--- src/design/apbp_pkg.sv ---
// Shared types and constants for the ARGB pixel blend and plot block.
// Holds the request/result item structs, the register file struct and register indexes.
// No dependencies.
package apbp_pkg;

	// Configuration port geometry
	localparam int CFG_IDX_W  = 3;
	localparam int CFG_DATA_W = 32;

	// Register indexes
	localparam logic [CFG_IDX_W-1:0] REG_HORIZONTAL    = 3'd0;
	localparam logic [CFG_IDX_W-1:0] REG_INVERTED      = 3'd1;
	localparam logic [CFG_IDX_W-1:0] REG_SCREEN_WIDTH  = 3'd2;
	localparam logic [CFG_IDX_W-1:0] REG_SCREEN_HEIGHT = 3'd3;
	localparam logic [CFG_IDX_W-1:0] REG_DRAW_BUFFER   = 3'd4;
	localparam logic [CFG_IDX_W-1:0] REG_BUFFER_BASE_0 = 3'd5;
	localparam logic [CFG_IDX_W-1:0] REG_BUFFER_BASE_1 = 3'd6;

	// Register reset values
	localparam logic [9:0] SCREEN_WIDTH_RST  = 10'd240;
	localparam logic [9:0] SCREEN_HEIGHT_RST = 10'd320;

	// Top row index of the landscape layout
	localparam logic [31:0] LANDSCAPE_ROW_TOP = 32'd239;

	localparam logic [7:0] FULL_ALPHA   = 8'hFF;
	localparam logic [6:0] PERCENT_FULL = 7'd100;

	typedef struct packed {
		logic        horizontal;
		logic        inverted;
		logic [9:0]  screen_width;
		logic [9:0]  screen_height;
		logic        draw_buffer;
		logic [31:0] buffer_base_0;
		logic [31:0] buffer_base_1;
	} cfg_t;

	typedef struct packed {
		logic [9:0]  pos_x;
		logic [9:0]  pos_y;
		logic [31:0] src_color;
		logic        to_grey;
		logic [6:0]  transparency;
		logic [31:0] old_pixel;
	} pixel_req_t;

	typedef struct packed {
		logic        write_enable;
		logic [31:0] pixel_address;
		logic [31:0] new_pixel;
	} pixel_res_t;

	// Color path result, one stage ahead of the output register
	typedef struct packed {
		logic        write_enable;
		logic [31:0] new_pixel;
	} blend_res_t;

endpackage

--- src/design/apbp_cfg_regs.sv ---
// Configuration register file of the ARGB pixel blend and plot block.
// Plain write port, no read-back. Depends on apbp_pkg.
module apbp_cfg_regs (
	input  logic                           clk,
	input  logic                           arst_n,
	input  logic                           cfg_we,
	input  logic [apbp_pkg::CFG_IDX_W-1:0]  cfg_addr,
	input  logic [apbp_pkg::CFG_DATA_W-1:0] cfg_wdata,
	output apbp_pkg::cfg_t                 cfg
);

	apbp_pkg::cfg_t cfg_q;

	// Write the addressed register, drop writes beyond the list
	always_ff @(posedge clk or negedge arst_n) begin
		if (!arst_n) begin
			cfg_q.horizontal    <= 1'b0;
			cfg_q.inverted      <= 1'b0;
			cfg_q.screen_width  <= apbp_pkg::SCREEN_WIDTH_RST;
			cfg_q.screen_height <= apbp_pkg::SCREEN_HEIGHT_RST;
			cfg_q.draw_buffer   <= 1'b0;
			cfg_q.buffer_base_0 <= '0;
			cfg_q.buffer_base_1 <= '0;
		end else if (cfg_we) begin
			case (cfg_addr)
				apbp_pkg::REG_HORIZONTAL:    cfg_q.horizontal    <= cfg_wdata[0];
				apbp_pkg::REG_INVERTED:      cfg_q.inverted      <= cfg_wdata[0];
				apbp_pkg::REG_SCREEN_WIDTH:  cfg_q.screen_width  <= cfg_wdata[9:0];
				apbp_pkg::REG_SCREEN_HEIGHT: cfg_q.screen_height <= cfg_wdata[9:0];
				apbp_pkg::REG_DRAW_BUFFER:   cfg_q.draw_buffer   <= cfg_wdata[0];
				apbp_pkg::REG_BUFFER_BASE_0: cfg_q.buffer_base_0 <= cfg_wdata;
				apbp_pkg::REG_BUFFER_BASE_1: cfg_q.buffer_base_1 <= cfg_wdata;
				default: ;
			endcase
		end
	end

	assign cfg = cfg_q;

endmodule

--- src/design/apbp_addr.sv ---
// Address path: coordinate mirroring, layout multiply and base add over three stages.
// Depends on apbp_pkg for the register struct and the landscape row constant.
module apbp_addr #(
	parameter int COORD_BITS = 10
) (
	input  logic           clk,
	input  apbp_pkg::cfg_t cfg,
	input  logic [9:0]     pos_x,
	input  logic [9:0]     pos_y,
	output logic [31:0]    addr_s3
);

	localparam int PROD_W = COORD_BITS + 10;

	logic [COORD_BITS-1:0] x_c, y_c;
	logic [COORD_BITS-1:0] x_s1, y_s1;
	logic [31:0]           base_s1;
	logic [COORD_BITS-1:0] mul_a;
	logic [9:0]            mul_b;
	logic [PROD_W-1:0]     prod_c;
	logic [31:0]           off_c;
	logic [PROD_W-1:0]     prod_s2;
	logic [31:0]           part_s2;

	// Stage 1: wrap coordinates, mirror them, pick the buffer base
	always_comb begin
		x_c = COORD_BITS'(pos_x);
		y_c = COORD_BITS'(pos_y);
		if (cfg.inverted) begin
			x_c = COORD_BITS'(cfg.screen_width) - x_c;
			y_c = COORD_BITS'(cfg.screen_height) - y_c;
		end
	end

	always_ff @(posedge clk) begin
		x_s1    <= x_c;
		y_s1    <= y_c;
		base_s1 <= cfg.draw_buffer ? cfg.buffer_base_1 : cfg.buffer_base_0;
	end

	// Stage 2: row/column product and the base plus in-row offset
	always_comb begin
		mul_a  = cfg.horizontal ? x_s1 : y_s1;
		mul_b  = cfg.horizontal ? cfg.screen_height : cfg.screen_width;
		prod_c = PROD_W'(mul_a) * PROD_W'(mul_b);
		off_c  = cfg.horizontal ? (apbp_pkg::LANDSCAPE_ROW_TOP - 32'(y_s1)) : 32'(x_s1);
	end

	always_ff @(posedge clk) begin
		prod_s2 <= prod_c;
		part_s2 <= base_s1 + {off_c[29:0], 2'b00};
	end

	// Stage 3: add the scaled product, byte address wraps at 32 bits
	always_ff @(posedge clk) begin
		addr_s3 <= part_s2 + 32'({prod_s2, 2'b00});
	end

endmodule

--- src/design/apbp_blend.sv ---
// Color path: grey average, alpha scaling and per-channel blend over three stages,
// with the divide by 255 after the last register. Depends on apbp_pkg.
module apbp_blend (
	input  logic                 clk,
	input  logic [31:0]          src_color,
	input  logic                 to_grey,
	input  logic [6:0]           transparency,
	input  logic [31:0]          old_pixel,
	output apbp_pkg::blend_res_t blend
);

	// Reciprocals: floor(v/3) for v<=765, floor(v/100) for v<=25500,
	// floor(v/255) for v<=65025; each error stays below the smallest fraction
	localparam logic [19:0] RECIP_3   = 20'd683;
	localparam logic [29:0] RECIP_100 = 30'd20972;
	localparam logic [32:0] RECIP_255 = 33'd65794;

	logic [6:0]  pct_c;
	logic [9:0]  sum_s1;
	logic [14:0] aprod_s1;
	logic [23:0] rgb_s1;
	logic        grey_s1;
	logic [23:0] old_s1;

	logic [19:0] avg_prod;
	logic [29:0] alpha_prod;
	logic [7:0]  avg_c;
	logic [7:0]  alpha_s2;
	logic [23:0] rgb_s2;
	logic [23:0] old_s2;

	logic [7:0]  inv_alpha;
	logic [15:0] mix_c [3];
	logic [15:0] mix_s3 [3];
	logic        nz_s3;

	logic [32:0] quo_prod [3];
	logic [7:0]  quo [3];

	// Stage 1: channel sum and alpha times saturated percent
	always_comb begin
		pct_c = (transparency > apbp_pkg::PERCENT_FULL) ? apbp_pkg::PERCENT_FULL : transparency;
	end

	always_ff @(posedge clk) begin
		sum_s1   <= 10'(src_color[23:16]) + 10'(src_color[15:8]) + 10'(src_color[7:0]);
		aprod_s1 <= 15'(src_color[31:24]) * 15'(pct_c);
		rgb_s1   <= src_color[23:0];
		grey_s1  <= to_grey;
		old_s1   <= old_pixel[23:0];
	end

	// Stage 2: divide sum by three and product by one hundred
	always_comb begin
		avg_prod   = 20'(sum_s1) * RECIP_3;
		alpha_prod = 30'(aprod_s1) * RECIP_100;
		avg_c      = avg_prod[18:11];
	end

	always_ff @(posedge clk) begin
		alpha_s2 <= alpha_prod[28:21];
		rgb_s2   <= grey_s1 ? {avg_c, avg_c, avg_c} : rgb_s1;
		old_s2   <= old_s1;
	end

	// Stage 3: weighted sum per channel
	always_comb begin
		inv_alpha = apbp_pkg::FULL_ALPHA - alpha_s2;
		for (int i = 0; i < 3; i++) begin
			mix_c[i] = 16'(old_s2[8*i +: 8]) * 16'(inv_alpha)
				+ 16'(rgb_s2[8*i +: 8]) * 16'(alpha_s2);
		end
	end

	always_ff @(posedge clk) begin
		for (int i = 0; i < 3; i++) begin
			mix_s3[i] <= mix_c[i];
		end
		nz_s3 <= (alpha_s2 != 8'd0);
	end

	// Divide by 255; a transparent item writes nothing and carries a zero word
	always_comb begin
		for (int i = 0; i < 3; i++) begin
			quo_prod[i] = 33'(mix_s3[i]) * RECIP_255;
			quo[i]      = quo_prod[i][31:24];
		end
		blend.write_enable = nz_s3;
		blend.new_pixel    = nz_s3 ? {apbp_pkg::FULL_ALPHA, quo[2], quo[1], quo[0]} : 32'd0;
	end

endmodule

--- src/design/argb_pixel_blend_plot_top.sv ---
// An accepted item (start high, busy low) strobes done after the s1-s3 and output registers.
// Throughput: one item per cycle; busy stays low, the pipeline never stalls.
// Stage depth is set by the blend multiplies and the reciprocal divides.
// Results show on result for one cycle with done; the receiver cannot hold them off.
// Reset clears the valid bits and the configuration registers; payload registers are not reset.
// Depends on apbp_pkg, apbp_cfg_regs, apbp_addr and apbp_blend.
module argb_pixel_blend_plot_top #(
	parameter int COORD_BITS = 10
) (
	input  logic                           clk,
	input  logic                           arst_n,
	input  logic                           start,
	output logic                           busy,
	input  apbp_pkg::pixel_req_t           req,
	output logic                           done,
	output apbp_pkg::pixel_res_t           result,
	input  logic                           cfg_we,
	input  logic [apbp_pkg::CFG_IDX_W-1:0]  cfg_addr,
	input  logic [apbp_pkg::CFG_DATA_W-1:0] cfg_wdata
);

	apbp_pkg::cfg_t       cfg;
	apbp_pkg::blend_res_t blend;
	logic [31:0]          addr_s3;
	logic                 accept;
	logic                 valid_s1, valid_s2, valid_s3, valid_s4;
	apbp_pkg::pixel_res_t result_s4;

	assign busy   = 1'b0;
	assign accept = start && !busy;

	apbp_cfg_regs u_cfg (
		.clk       (clk),
		.arst_n    (arst_n),
		.cfg_we    (cfg_we),
		.cfg_addr  (cfg_addr),
		.cfg_wdata (cfg_wdata),
		.cfg       (cfg)
	);

	apbp_addr #(
		.COORD_BITS (COORD_BITS)
	) u_addr (
		.clk     (clk),
		.cfg     (cfg),
		.pos_x   (req.pos_x),
		.pos_y   (req.pos_y),
		.addr_s3 (addr_s3)
	);

	apbp_blend u_blend (
		.clk          (clk),
		.src_color    (req.src_color),
		.to_grey      (req.to_grey),
		.transparency (req.transparency),
		.old_pixel    (req.old_pixel),
		.blend        (blend)
	);

	// Advance the valid bits alongside the data
	always_ff @(posedge clk or negedge arst_n) begin
		if (!arst_n) begin
			valid_s1 <= 1'b0;
			valid_s2 <= 1'b0;
			valid_s3 <= 1'b0;
			valid_s4 <= 1'b0;
		end else begin
			valid_s1 <= accept;
			valid_s2 <= valid_s1;
			valid_s3 <= valid_s2;
			valid_s4 <= valid_s3;
		end
	end

	// Output register: join address and color paths
	always_ff @(posedge clk) begin
		result_s4.write_enable  <= blend.write_enable;
		result_s4.pixel_address <= addr_s3;
		result_s4.new_pixel     <= blend.new_pixel;
	end

	assign done   = valid_s4;
	assign result = result_s4;

`ifndef SYNTH
	a_latency: assert property (@(posedge clk) disable iff (!arst_n)
		accept |-> ##4 done)
		else $error("accepted item did not produce a result after four cycles");

	a_no_phantom: assert property (@(posedge clk) disable iff (!arst_n)
		done |-> $past(accept, 4))
		else $error("result without a matching accepted item");

	a_skip_zero: assert property (@(posedge clk) disable iff (!arst_n)
		(done && !result.write_enable) |-> (result.new_pixel == 32'd0))
		else $error("skipped write carries a nonzero pixel");

	a_opaque_alpha: assert property (@(posedge clk) disable iff (!arst_n)
		(done && result.write_enable) |-> (result.new_pixel[31:24] == apbp_pkg::FULL_ALPHA))
		else $error("written pixel alpha byte is not full");
`endif

endmodule
--- config.mk ---
export PLATFORM = sky130hd
export DESIGN_NAME = argb_pixel_blend_plot_top
export DESIGN_NICKNAME = d
export VERILOG_FILES = /design/src/design/apbp_pkg.sv /design/src/design/apbp_cfg_regs.sv /design/src/design/apbp_addr.sv /design/src/design/apbp_blend.sv /design/src/design/argb_pixel_blend_plot_top.sv
export SDC_FILE = /design/constraint.sdc
export NUM_CORES = 2
export LEC_CHECK = 0
export BUFFER_PORTS_ARGS = -buffer_cell sky130_fd_sc_hd__buf_4
export CORE_MARGIN = 2
export CORE_UTILIZATION = 40
export DETAILED_ROUTE_END_ITERATION = 8
export GPL_TIMING_DRIVEN = 0
export PLACE_DENSITY = 0.65
export REMOVE_ABC_BUFFERS = 1
export SLEW_MARGIN = 15
export SYNTH_ARGS = -nofsm -noshare
export SYNTH_HDL_FRONTEND = slang
export SYNTH_SLANG_ARGS = --single-unit
--- constraint.sdc ---
create_clock -name clk -period 9 [get_ports clk]
set_clock_uncertainty 0.2 [all_clocks]
set_input_delay 1.8 -clock clk [delete_from_list [all_inputs] [get_ports clk]]
set_output_delay 1.8 -clock clk [all_outputs]
set_load 0.1 [all_outputs]
# [After elaboration in Yosys (flattened, before gate mapping)]
# Memories as Yosys holds them, arrays and structs flattened.
# Cells that the tools add are included.
[totals] latchBits=0 regBits=423 n_memories=1 in_bits=131 mem_bits_ro=0 out_inout_bits=67 ramBits=48 elab_cells=80
[memory_table] name="u_blend.mix_s3" depth=3 width=16 read_ports=3 rd_ports_with_merged_regs=0 write_ports=3 line_no="apbp_blend.sv:34" source="logic [15:0] mix_s3 [3];"
[classes] mux=9 order_cmp=1 n_mul=13 addsub=11 n_eq_ne=6 div_mod_pow=0 bitwise_logic=0 n_reduce_logical=9 shift=0
[op_table] operator="$mul 8x8->16" n=6
[op_table] operator="$mul 16x16->31 const B" n=3
[op_table] operator="$mux 32" n=2
[op_table] operator="$add 16x16->16" n=3
[op_table] operator="$mux 10" n=4
[op_table] operator="$add 32x22->32" n=1
[op_table] operator="$add 32x32->32" n=1
[op_table] operator="$mux 30" n=1
[op_table] operator="$mul 15x13->27 const B" n=1
[op_table] operator="$mux 24" n=1
[op_table] operator="$mul 10x10->20" n=1
[op_table] operator="$sub 10x10->10" n=2
[op_table] operator="$mul 10x10->19 const B" n=1
[op_table] operator="$mul 8x7->15" n=1
[op_table] operator="$reduce_and 2->1" n=7
[op_table] operator="$sub 8x10->11 const A" n=1
[op_table] operator="$add 10x8->10" n=1
[op_table] operator="$add 8x8->9" n=1
[op_table] operator="$eq 3x3->1 const B" n=3
[op_table] operator="$reduce_bool 8->1" n=1
[op_table] operator="$sub 8x8->8 const A" n=1
[op_table] operator="$gt 7x7->1 const B" n=1
[op_table] operator="$mux 7" n=1
[op_table] operator="$eq 3x2->1 const B" n=2
[op_table] operator="other kinds (2)" n=2

# [Longest topological paths before layout]
[depth] word_depth=3 ltp_mapped=24 ltp_nobuf=21

# [Cells and area by module]
# Synthesis repeated with hierarchy kept, for this count alone.
[unflattened] cells_unflattened=4312 area_unflattened_um2=43440.4
[by_module_without_submodules] module="apbp_blend" area_each_um2=28039.4 instances=1 seq_area_each_um2=3583.4 cells_each=2887
[by_module_without_submodules] module="apbp_addr" area_each_um2=10655.2 instances=1 seq_area_each_um2=2722.6 cells_each=1165
[by_module_without_submodules] module="apbp_cfg_regs" area_each_um2=3333.2 instances=1 seq_area_each_um2=2184.6 cells_each=189
[by_module_without_submodules] module="argb_pixel_blend_plot_top" area_each_um2=1412.6 instances=1 seq_area_each_um2=1401.3 cells_each=71

# [Least setup slack after synthesis]
# OpenSTA, ideal clock, no wires.
[synth_timing] path_type="register to register" startpoint="reg u_cfg.cfg_q, in the netlist u_cfg.cfg[86]" endpoint="reg u_addr.prod_s2[19]" synth_period_minus_slack_ns=6.352 n_path_buf=3 arrival_ns=6.080 setup_ns=0.072 required_time_ns=8.728 stages_incl_launch_ff=25 slack_ns=2.648 cell_sequence="dfrtp_1 > clkbuf_1 > buf_1 > buf_1 > nand2_1 > o21ai_1 > nand2_1 > fa_1 > inv_1 > fa_1 > inv_1 > fa_1 > inv_1 > fa_1 > inv_1 > fa_1 > inv_1 > ha_1 > a21o_1 > a21oi_1 > o311ai_0 > a2111o_1 > a31o_2 > a21oi_1 > xnor2_1"
[synth_between] elab_chain_cells=2 elab_cells_between_ends=3 classes_between="mul (1); mux (2)"
[synth_lines] element="start: declaration" line_no="apbp_cfg_regs.sv:12" source="apbp_pkg::cfg_t cfg_q;"
[synth_lines] element="$mux 10 (on tied branches)" line_no="apbp_addr.sv:43, apbp_addr.sv:44"
[synth_lines] element="$mul 10x10->20 *" line_no="apbp_addr.sv:45" source="prod_c = PROD_W'(mul_a) * PROD_W'(mul_b);"
[synth_lines] element="named net u_addr.prod_c[19]" line_no="apbp_addr.sv:20" source="logic [PROD_W-1:0] prod_c;"
[synth_lines] element="end signal: assignment" line_no="apbp_addr.sv:50" source="prod_s2 <= prod_c;"
[synth_lines] element="end: declaration" line_no="apbp_addr.sv:22" source="logic [PROD_W-1:0] prod_s2;"
# The timed path passes the listed nets; every way through them passes the cells marked *.
# A chain may end at the register's enable or synchronous reset.

# [Final worst setup path]
# Ends and elaborated chain as after synthesis.

==> flow_summary.json <==
{
  "root_buffer": "clkbuf_16",
  "drive_gt1_share_pct": 10.55,
  "setup_violations": 0,
  "cts.sinks": 463,
  "cp_num_buf_inv": 5,
  "detailed_place_hpwl_um": 73120,
  "synthToLayoutAreaGrowth_pct": 11.32,
  "initial_core_util_pct": 40.35,
  "clkTransAtPathRegs_ns": 0.06,
  "syn_avg_cell_area_um2": 9.973,
  "grt_overflow_total": 0,
  "die_x_um": 332.9,
  "start_kind": "flip-flop",
  "grt_max_degree": 92,
  "via_per_inst": 4.895,
  "fmax_mhz": 149.7,
  "postCtsSetupRepairBufs": 0,
  "io_buffers": 188,
  "cts_tree": "yes",
  "n_antenna_cell": 0,
  "slew_headroom_pct": 20.44,
  "period_share_pct": 74.23,
  "path_class": "reg2reg",
  "cts.htree.levels": 2,
  "synth_cell_types": 77,
  "insertion_delay_ns": 0.67,
  "ctsHoldBuffers": 0,
  "vias": 29150,
  "drt-pass1-iter-count": 5,
  "n_fill_cell": 10230,
  "track_usage_pct": 16.52,
  "hold_path.startpoint": "u_addr.addr_s3[17]$_DFF_P_",
  "drcViolationCount": 0,
  "critPathArrivalTime_ns": 7.08,
  "drt_wl_total_um": 89870,
  "antenna_found_initial": 6,
  "tightest_slew_ns": 1.193,
  "ant_nets": 0,
  "status": "complete, no violations",
  "finalHoldViolCount": 0,
  "grt_pass1_wl_um": 150500,
  "rr_startpoint": "u_cfg.cfg[86]$_DFFE_PN0P_",
  "cts_buffer_depth": 3,
  "post_cts_resized": 0,
  "rrSetupSlack_ns": 2.32,
  "synth_edf_count": 0,
  "final_common_cell": "inv_1",
  "worstHoldPathType": "reg2reg",
  "crit_start": "u_cfg.cfg[86]$_DFFE_PN0P_",
  "synth_warnings": 0,
  "crit_fanout": 29,
  "maxSlewViolCount": 0,
  "slowest_delay_ns": 0.70,
  "cp_slowest_cell": "dfrtp_2",
  "grt_pass1_vias": 30320,
  "async_flop_share_pct": 19.65,
  "rsz0062_at_grt": "false",
  "core_area_mm2": 0.1072,
  "period_minus_slack_ns": 6.680,
  "cp_common_cell": "fa_1",
  "routedWlPerCell_um": 15.09,
  "io_pins": 198,
  "cp.required_ns": 9.40,
  "layout_common_cells": "inv_1 (801), ha_1 (706), fa_1 (474)",
  "end_kind": "flip-flop",
  "rows": 120,
  "syn_inst": 4338,
  "gp_congestion": 0.8652,
  "drt-initial-drc-count": 927,
  "dieArea_mm2": 0.1108,
  "cpLargestDelayFamily": "adder cells",
  "nNetsFinal": 5821,
  "maxCapViolations": 0,
  "syn-cell-area_mm2": 0.04326,
  "synthFlopType": "dfxtp_1",
  "die-height_um": 332.9,
  "tns_ns": 0,
  "synth-seq-cells": 463,
  "cts_buffers": 52,
  "synth-seq-area-share_pct": 22.50,
  "cp_cell_sequence": "buf_12 > mux2i_1 > nor2_1 > fa_1 > inv_1 > fa_1 > inv_1 > fa_1 > fa_1 > inv_1 > fa_1 > inv_1 > ha_1 > a21o_1 > a21oi_1 > o311ai_0 > a2111o_1 > a31o_2 > a21oi_1 > xnor2_1"
}
-- stage by stage --
step           hold WS, ns  util, %  setup WS, ns  area [µm²]  instances
2_1_floorplan       0.1096        -        0.9374       42900       4251
6_report            0.1214    44.92         2.320       48160       5954
5_1_grt             0.1297    44.92         1.966       48160       5954
3_5_place_dp        0.1121    43.25         1.973       46370       5859
4_1_cts             0.1234    44.92         2.342       48160       5954
3_3_place_gp        0.1103    42.97         1.379       46060       5842
-- worst reg2reg max path: stages (launching register included) --
cell and delay, ns:
dfrtp_2 0.70, buf_12 0.26, mux2i_1 0.70, nor2_1 0.14, fa_1 0.53, inv_1 0.05, fa_1 0.52, inv_1 0.05
fa_1 0.45, fa_1 0.49, inv_1 0.05, fa_1 0.47, inv_1 0.04, ha_1 0.34, a21o_1 0.18, a21oi_1 0.19
o311ai_0 0.26, a2111o_1 0.46, a31o_2 0.24, a21oi_1 0.17, xnor2_1 0.13
-- layer usage --
metal	routed length [µm]	GRT usage, %	vias up
met4	1858	4.082	10
met2	45360	29.86	353
li1	-	-	14420
met1	39640	20.67	14260
met3	2948	2.256	112
met5	67	0	-
-- cell usage after synthesis (all sizes together), types with 40 or more instances --
library cell | instances | area share [%]
xor2 | 41 | 0.83
nor2 | 128 | 1.1
nand2b | 103 | 1.5
mux2 | 143 | 3.7
and3 | 40 | 0.58
xnor2 | 125 | 2.5
a21oi | 124 | 1.4
clkbuf | 72 | 0.63
o21ai | 108 | 1.2
nor3 | 43 | 0.50
nand2 | 205 | 1.8
dfxtp | 372 | 17
fa | 474 | 22
nand3 | 46 | 0.53
inv | 801 | 6.9
a21o | 58 | 1.0
ha | 706 | 20
dfrtp | 85 | 4.9
and2 | 193 | 2.8
nor2b | 137 | 2.0
-- area by class of cell --
cell class | instances | area, µm² | share of cell area [%]
Multi-Input combinational cell | 2987 | 30160 | 62.63
Timing Repair Buffer | 205 | 1698 | 3.526
Inverter | 801 | 3007 | 6.243
Sequential cell | 463 | 9746 | 20.24
Tap cell | 1403 | 1755 | 3.645
Clock inverter | 31 | 331.6 | 0.6885
Clock buffer | 64 | 1459 | 3.029
-- sequential cells by signal (all words and copies together) (netlist names), 15 cells and up --
name	flops
u_addr.addr_s3	32
u_addr.base_s1	32
u_cfg.cfg	87
u_blend.rgb_s1	24
u_addr.prod_s2	20
u_blend.mix_s3	48
u_addr.part_s2	32
u_blend.old_s1	24
result	57
u_blend.old_s2	24
u_blend.rgb_s2	24
u_blend.aprod_s1	15
-- kinds of logic after synthesis --
group	Yosys count	synth area share, %
simple gates	994	12.38
mux	177	4.509
compound gates	466	7.080
other cells	1	0.008668
flops	463	22.50
buf+inv	891	7.818
fa+ha+maj	1180	42.35
xor+xnor	166	3.361
-- final timing paths --
check,depth (start not counted),endpoint
max,20,u_addr.prod_s2[19]$_DFF_P_
min,0,result[49]$_DFF_P_
max reg2reg,20,u_addr.prod_s2[19]$_DFF_P_
min reg2reg,0,result[49]$_DFF_P_
max in group asynchronous,1,u_cfg.cfg[64]$_DFFE_PN0P_
min in group asynchronous,1,done$_DFF_PN0_
Power is left out: the tool's default activity adds up to more than one toggle a clock period on the data nets, which glitch-free logic cannot reach.
